## config.mk

```make
export PLATFORM = sky130hd
export DESIGN_NAME = ansi_csi_colour_filter
export DESIGN_NICKNAME = d
export VERILOG_FILES = /design/src/hdl/acf_pkg.sv /design/src/hdl/acf_parser.sv /design/src/hdl/acf_out_stage.sv /design/src/hdl/ansi_csi_colour_filter.sv
export SDC_FILE = /design/constraint.sdc
export NUM_CORES = 1
export LEC_CHECK = 0
export ABC_AREA = 1
export BUFFER_PORTS_ARGS = -buffer_cell sky130_fd_sc_hd__buf_2
export CAP_MARGIN = 40
export CORE_MARGIN = 10
export CORE_UTILIZATION = 49
export DETAILED_ROUTE_END_ITERATION = 7
export HOLD_SLACK_MARGIN = 0.1
export PLACE_DENSITY = 0.71
export SETUP_SLACK_MARGIN = 0.1
export SLEW_MARGIN = 20
export SYNTH_ARGS = -nofsm -noshare
export SYNTH_HDL_FRONTEND = slang
export SYNTH_SLANG_ARGS = --single-unit
```

## constraint.sdc

```tcl
create_clock -name clk -period 4.09 [get_ports clk]
set_input_delay 0 -clock clk [delete_from_list [all_inputs] [get_ports clk]]
set_output_delay 0 -clock clk [all_outputs]
set_load 0.05 [all_outputs]
```

## src/hdl/acf_pkg.sv

```systemverilog
// Types and constants shared by the ANSI escape colour filter modules.
package acf_pkg;

  localparam int unsigned NUM_PARAMS  = 5;
  localparam int unsigned PARAM_IDX_W = 3;

  localparam logic [7:0] BYTE_ESC      = 8'h1B;
  localparam logic [7:0] BYTE_CSI_OPEN = 8'h5B;
  localparam logic [7:0] BYTE_SGR      = 8'h6D;
  localparam logic [7:0] BYTE_SEP      = 8'h3B;
  localparam logic [7:0] BYTE_DIGIT_LO = 8'h30;
  localparam logic [7:0] BYTE_DIGIT_HI = 8'h39;
  localparam logic [7:0] FINAL_LOW     = 8'h40;
  localparam logic [7:0] FINAL_HIGH    = 8'h7E;
  localparam logic [7:0] CODE_FG       = 8'd38;
  localparam logic [7:0] CODE_RGB      = 8'd2;
  localparam logic [7:0] PARAM_MAX     = 8'd255;

  localparam logic [23:0] DEFAULT_FG = 24'h6495ED;

  typedef enum logic [2:0] {
    MODE_GROUND = 3'b001,
    MODE_ESCAPE = 3'b010,
    MODE_CSI    = 3'b100
  } mode_t;

  typedef struct packed {
    logic [7:0] text_byte;
    logic       end_of_text;
  } text_t;

  typedef struct packed {
    logic [7:0]  glyph_code;
    logic [23:0] glyph_colour;
  } glyph_t;

endpackage

```

## src/hdl/acf_parser.sv

```systemverilog
// Escape sequence parser holding the parse state and the current foreground colour.
module acf_parser
  import acf_pkg::*;
(
  input  logic   clk,
  input  logic   rst,
  input  logic   accept,
  input  text_t  text,
  output logic   result_valid,
  output glyph_t result
);

  mode_t                  mode, mode_next;
  logic [PARAM_IDX_W-1:0] param_count, param_count_next;
  logic [7:0]             param_values [NUM_PARAMS];
  logic [7:0]             param_values_next [NUM_PARAMS];
  logic                   param_malformed, param_malformed_next;
  logic [23:0]            foreground, foreground_next;

  logic [7:0]  b;
  logic [11:0] digit_sum;
  logic [7:0]  digit_sat;
  logic        is_final;
  logic        is_digit;
  logic        sgr_ok;

  assign b = text.text_byte;
  assign is_final = (b >= FINAL_LOW) && (b <= FINAL_HIGH);
  assign is_digit = (b >= BYTE_DIGIT_LO) && (b <= BYTE_DIGIT_HI);
  assign sgr_ok = !param_malformed && (param_count >= PARAM_IDX_W'(NUM_PARAMS - 1))
                  && (param_values[1] == CODE_RGB) && (param_values[0] == CODE_FG);

  always_comb begin
    logic [7:0] cur;
    cur = param_values[param_count];
    digit_sum = {1'b0, cur, 3'b000} + {3'b000, cur, 1'b0} + {4'b0000, (b - BYTE_DIGIT_LO)};
    digit_sat = (digit_sum > {4'b0000, PARAM_MAX}) ? PARAM_MAX : digit_sum[7:0];
  end

  always_comb begin
    mode_next            = mode;
    param_count_next     = param_count;
    param_values_next    = param_values;
    param_malformed_next = param_malformed;
    foreground_next      = foreground;
    result_valid         = 1'b0;
    result.glyph_code    = b;
    result.glyph_colour  = foreground;
    unique case (mode)
      MODE_ESCAPE: begin
        if (b == BYTE_CSI_OPEN) begin
          mode_next = MODE_CSI;
        end else begin
          mode_next = MODE_GROUND;
        end
      end
      MODE_CSI: begin
        if (is_final) begin
          if ((b == BYTE_SGR) && sgr_ok) begin
            foreground_next = {param_values[2], param_values[3], param_values[4]};
          end
          mode_next            = MODE_GROUND;
          param_count_next     = '0;
          param_values_next    = '{default: '0};
          param_malformed_next = 1'b0;
        end else if (is_digit) begin
          if (param_count < PARAM_IDX_W'(NUM_PARAMS)) begin
            param_values_next[param_count] = digit_sat;
          end
        end else if (b == BYTE_SEP) begin
          if (param_count < PARAM_IDX_W'(NUM_PARAMS)) begin
            param_count_next = param_count + 1'b1;
          end
        end else begin
          param_malformed_next = 1'b1;
        end
      end
      MODE_GROUND: begin
        if (b == BYTE_ESC) begin
          mode_next = MODE_ESCAPE;
        end else begin
          result_valid = accept;
        end
      end
      default: begin
        mode_next = MODE_GROUND;
      end
    endcase
    if (text.end_of_text) begin
      mode_next            = MODE_GROUND;
      param_count_next     = '0;
      param_values_next    = '{default: '0};
      param_malformed_next = 1'b0;
    end
  end

  always_ff @(posedge clk) begin
    if (rst) begin
      mode            <= MODE_GROUND;
      param_count     <= '0;
      param_values    <= '{default: '0};
      param_malformed <= 1'b0;
      foreground      <= DEFAULT_FG;
    end else if (accept) begin
      mode            <= mode_next;
      param_count     <= param_count_next;
      param_values    <= param_values_next;
      param_malformed <= param_malformed_next;
      foreground      <= foreground_next;
    end
  end

  // The parameter counter stops one past the last collected parameter.
  assert property (@(posedge clk) disable iff (rst)
    param_count <= PARAM_IDX_W'(NUM_PARAMS))
    else $error("parameter counter ran past its limit");

  // Outside a control sequence the parameter state is always clear.
  assert property (@(posedge clk) disable iff (rst)
    (mode != MODE_CSI) |-> (param_count == '0 && !param_malformed))
    else $error("parameter state left set outside a control sequence");

  // Only plain bytes in ground produce a glyph.
  assert property (@(posedge clk) disable iff (rst)
    result_valid |-> (mode == MODE_GROUND && b != BYTE_ESC && accept))
    else $error("glyph produced outside ground");

endmodule

```

## src/hdl/acf_out_stage.sv

```systemverilog
// Output register with a skid stage for the glyph channel.
module acf_out_stage
  import acf_pkg::*;
(
  input  logic   clk,
  input  logic   rst,
  input  logic   result_valid,
  input  glyph_t result,
  output logic   skid_full,
  output logic   glyph_valid,
  input  logic   glyph_stall,
  output glyph_t glyph
);

  logic   out_valid;
  glyph_t out_data;
  logic   skid_valid;
  glyph_t skid_data;

  assign glyph_valid = out_valid;
  assign glyph       = out_data;
  assign skid_full   = skid_valid;

  always_ff @(posedge clk) begin
    if (rst) begin
      out_valid  <= 1'b0;
      skid_valid <= 1'b0;
    end else if (!out_valid || !glyph_stall) begin
      if (skid_valid) begin
        out_valid  <= 1'b1;
        skid_valid <= 1'b0;
      end else begin
        out_valid <= result_valid;
      end
    end else if (result_valid) begin
      skid_valid <= 1'b1;
    end
  end

  always_ff @(posedge clk) begin
    if (!out_valid || !glyph_stall) begin
      out_data <= skid_valid ? skid_data : result;
    end else if (result_valid) begin
      skid_data <= result;
    end
  end

  // The skid stage only ever holds a request behind a waiting one.
  assert property (@(posedge clk) disable iff (rst)
    skid_valid |-> out_valid)
    else $error("skid stage full while output register empty");

  // No new request arrives while the skid stage is occupied.
  assert property (@(posedge clk) disable iff (rst)
    skid_valid |-> !result_valid)
    else $error("request arrived while skid stage full");

  // A drained output register is refilled from the skid stage.
  assert property (@(posedge clk) disable iff (rst)
    (skid_valid && !glyph_stall) |=> (out_valid && !skid_valid))
    else $error("skid stage did not move up");

endmodule

```

## src/hdl/ansi_csi_colour_filter.sv

```systemverilog
// Top level of the ANSI escape stripping filter with foreground colour tracking.
// It takes one text byte per cycle unless stalled, strips escape sequences and passes
// every other byte on with the 24-bit foreground colour in force; an SGR sequence
// 38;2;R;G;B sets that colour. Each request is parsed in the cycle it is accepted and
// its glyph, if any, registered at the output, or in the one-entry skid stage on a
// glyph stall. The output sustains one byte per cycle while glyph_stall is low;
// text_stall rises only while the skid stage holds a glyph, after a stall with two
// glyphs outstanding. After reset the foreground colour is 0x6495ED.
module ansi_csi_colour_filter
  import acf_pkg::*;
(
  input  logic   clk,
  input  logic   rst,
  input  logic   text_valid,
  output logic   text_stall,
  input  text_t  text,
  output logic   glyph_valid,
  input  logic   glyph_stall,
  output glyph_t glyph
);

  logic   accept;
  logic   result_valid;
  glyph_t result;
  logic   skid_full;

  assign text_stall = skid_full;
  assign accept     = text_valid && !skid_full;

  acf_parser u_parser (
    .clk          (clk),
    .rst          (rst),
    .accept       (accept),
    .text         (text),
    .result_valid (result_valid),
    .result       (result)
  );

  acf_out_stage u_out_stage (
    .clk          (clk),
    .rst          (rst),
    .result_valid (result_valid),
    .result       (result),
    .skid_full    (skid_full),
    .glyph_valid  (glyph_valid),
    .glyph_stall  (glyph_stall),
    .glyph        (glyph)
  );

endmodule

```

==> results.py <==
metrics = {
    "route": {
        "drtIter0Drc": 415,
        "ant_nets": 0,
        "highest_layer": "met4",
        "wl_met1_mm": 6.83,
        "vias_per_cell": 5.32,
        "vias": 5191,
        "first_pass_iters": 5,
        "wire_per_inst_microns": 16.1,
        "post-route-drc-count": 0,
        "wl_met3_mm": 1.26,
        "route.met2.wl_mm": 7.35,
        "wirelength_mm": 15.7,
    },
    "layout": {
        "antenna_cells": 0,
        "nets": 824,
        "fill_cells": 1090,
        "area_delta_synth_final_pct": 18.7,
        "layout-drive-gt1-share_pct": 18.4,
    },
    "logic_synthesis": {
        "synth_ff_type": "dfxtp_1",
        "syn_nets": 757,
        "synth_top_family_by_area": "simple AND/OR/NAND/NOR gates",
        "ys_ff_latch": 137,
        "synthAdderAreaFrac_pct": 4.75,
        "synth_compound_area_share_pct": 10.5,
        "synthCells": 723,
        "synth_area_per_cell_sq_um": 8.96,
        "synth_xor_area_share_pct": 0.811,
        "synth_warnings": 0,
        "synth_cell_types": 47,
        "synth-async-reset-ratio_pct": 0,
        "synth_edf_count": 64,
        "netlist_area_sq_um": 6480,
        "synthMuxAreaShare_pct": 0,
        "synth-simple-area-share_pct": 26.2,
        "seq_area_frac_synth_pct": 52.2,
    },
    "floorplanning": {
        "coreArea_sq_um": 12800,
        "die_h_microns": 135,
        "die_x_microns": 135,
        "start_util_pct": 50.7,
        "fp-row-count": 41,
        "dieArea_sq_um": 18200,
        "io_pins": 47,
    },
    "timing": {
        "final_max_slew_viol_count": 0,
        "fin_crit_sh_pct": 94.1,
        "max_freq_mhz": 260,
        "final-hold-violation-count": 0,
        "period_needed_ns": 3.85,
        "clock_skew_ns": 0.00972,
        "tightest_slew_ns": 0.735,
        "max_slew_margin_pct": 50.9,
        "whs_ns": 0.187,
        "rsz0062_at_grt": "false",
        "setup-tns-final_ns": 0,
        "setup_viol": 0,
    },
    "clock_tree": {
        "cts_buffers": 17,
        "cts_num_sinks": 137,
        "cts_tree": "built",
        "clock-root-buffer": "clkbuf_16",
        "htree_levels": 4,
        "clk_pin_slew_ns": 0.06,
        "clock_latency_ns": 0.42,
        "cts_buffer_depth": 2,
    },
    "global_routing": {
        "grt_pass1_vias": 4915,
        "overflow": 0,
        "antenna_found_initial": 0,
        "grt.total_usage_pct": 17.8,
        "grt_max_degree": 45,
        "grt_pass1_wl_mm": 25.8,
    },
    "setup_path": {
        "startpoint_type": "flip-flop",
        "path_max_fanout": 5,
        "arrival_ns": 4.15,
        "crit_type": "flip-flop to flip-flop",
        "crit_required_ns": 4.39,
        "end_kind": "flip-flop",
    },
    "pwr": {
        "p_seq_share_pct": 42.5,
        "switching_share_pct": 25.0,
        "p_leak_nw": 3.20,
        "p_switching_uw": 866,
        "internal-power_mw": 2.60,
        "p_clk_share_pct": 46.8,
        "pwr-share-comb_pct": 10.7,
        "vdd_drop_max_mv": 0.228,
        "p_per_area_nw_per_um2": 451,
    },
    "place": {
        "routabilityCongestion": 0.959,
        "place.port_buffers": 46,
        "dp_hpwl_mm": 11.6,
    },
    "hold_path": {
        "hold_path.class": "primary input to flip-flop",
    },
    "status": {
        "status": "finished clean",
    },
    "run": {
        "cap_violations": 0,
    },
}
[repair_timing]
action | 4_1_cts | 5_1_grt
endpoints found under the hold margin | 27 | 0
gates resized for setup | 0 | 1
setup buffers | 0 | 2
hold buffers | 11 | 0
endpoints found under the setup margin | 0 | 40
[layout make-up]
| class | instances | area [sq um] | share of cell area (%) |
|---|---|---|---|
| clock buffers | 18 | 439 | 5.71 |
| clock inverters | 14 | 193 | 2.51 |
| inverters | 71 | 267 | 3.47 |
| multi-input cells | 494 | 2740 | 35.6 |
| flip-flops and latches | 137 | 3380 | 44.0 |
| well taps | 172 | 215 | 2.80 |
| repair buffers | 69 | 455 | 5.92 |
[through the flow]
step | std cells | power (mW) | utilization (%) | setup slack [ns] | area [sq um]
6_report | 975 | 3.47 | 60.2 | 0.242 | 7690
5_1_grt | 975 | 3.59 | 60.2 | 0.0926 | 7690
4_1_cts | 973 | 3.48 | 60.0 | 0.132 | 7660
3_5_place_dp | 930 | 1.86 | 54.2 | 0.142 | 6920
3_3_place_gp | 929 | 1.85 | 54.0 | 0.127 | 6900
2_1_floorplan | 723 | 1.76 | - | 0.680 | 6480
[per-layer routing]
metal | track usage, % | up-vias
li1 | - | 2542
met1 | 22.8 | 2422
met2 | 28.0 | 198
met3 | 5.04 | 29
met4 | 6.28 | 0
met5 | 0 | -
[state kept, by name (all words and copies together) (netlist names)]
signal,cells
u_out_stage.glyph,32
u_out_stage.glyph_valid,1
u_out_stage.skid_data,32
u_out_stage.skid_full,1
u_parser.foreground,24
u_parser.mode,3
u_parser.param_count,3
u_parser.param_malformed,1
u_parser.param_values,40
[path summary, 6_finish.rpt]
check	from	end	slack, ns	depth (start not counted)
setup / recovery	u_parser.param_count[2]	u_parser.param_values[8]	0.24	19
hold / removal	glyph_stall	u_out_stage.glyph[8]	0.19	3
setup reg to reg	u_parser.param_count[2]	u_parser.param_values[8]	0.24	19
hold reg to reg	u_parser.foreground[17]	u_out_stage.skid_data[17]	0.44	0
[cells in the mapped netlist, types with 3 or more instances]
cell type / number / area, sq um
nand2_2: 8 / 50.1
fa_1: 6 / 120
ha_1: 15 / 188
inv_1: 61 / 229
nand2_1: 220 / 826
nor2_8: 3 / 60.1
nand3_2: 10 / 100
nand3_4: 3 / 52.6
a21oi_2: 11 / 96.3
xnor2_1: 4 / 35.0
inv_2: 8 / 30.0
o211ai_1: 11 / 82.6
a21oi_1: 45 / 225
nor2_1: 45 / 169
nand4_1: 3 / 18.8
dfxtp_1: 73 / 1460
edfxtp_1: 64 / 1920
nor4_1: 5 / 31.3
buf_2: 4 / 20.0
nor2_4: 4 / 45.0
clkbuf_1: 13 / 48.8
nor2_2: 3 / 18.8
nand3_1: 45 / 225
a221oi_1: 4 / 35.0
o21ai_0: 25 / 125
[layout by cell type (no fill, tap or decap), types with 6 or more instances in the layout]
cell           count
edfxtp_1          64
inv_2              8
a21oi_1           45
o211ai_1          11
buf_2             46
fa_1               6
buf_4             10
nand3_2           10
nor2_1            44
nand2_1          220
clkbuf_16         17
ha_1              15
dlygate4sd3_1     11
inv_1             61
nand3_1           45
dfxtp_1           72
a21oi_2           11
nand2_2            8
o21ai_0           25
[critical path, stage by stage, from the launching register on]
cell      delay [ns]
dfxtp_1         0.43
nor2_2          0.11
nand2_1         0.20
clkinv_1        0.21
a221oi_1        0.51
buf_4           0.21
fa_1            0.42
inv_1           0.07
ha_1            0.27
a21oi_1         0.14
nand2_1         0.11
nand3_1         0.11
nand2_1         0.05
nand2_1         0.06
nand2_1         0.11
nor2_4          0.18
buf_4           0.18
nand3_2         0.17
nand2_1         0.14
a21oi_2         0.05
[power by group through the flow]
stage	logic [mW]	registers, mW	clock network, mW
3_5_place_dp	0.354	1.51	0
6_report	0.371	1.48	1.62
3_3_place_gp	0.347	1.50	0
4_1_cts	0.363	1.48	1.64
5_1_grt	0.404	1.48	1.70
2_1_floorplan	0.191	1.57	0
[cells by family (layout without fill, tap and decap cells)]
| group | Yosys count | after routing |
|---|---|---|
| DFF | 137 | 137 |
| AOI/OAI and AO/OA | 111 | 111 |
| adders and majority gates | 21 | 21 |
| xor gates and xnor gates | 6 | 6 |
| buffers and inverters | 92 | 172 |
| and+or+nand+nor | 356 | 356 |
Power figures use the tool's default switching activity.
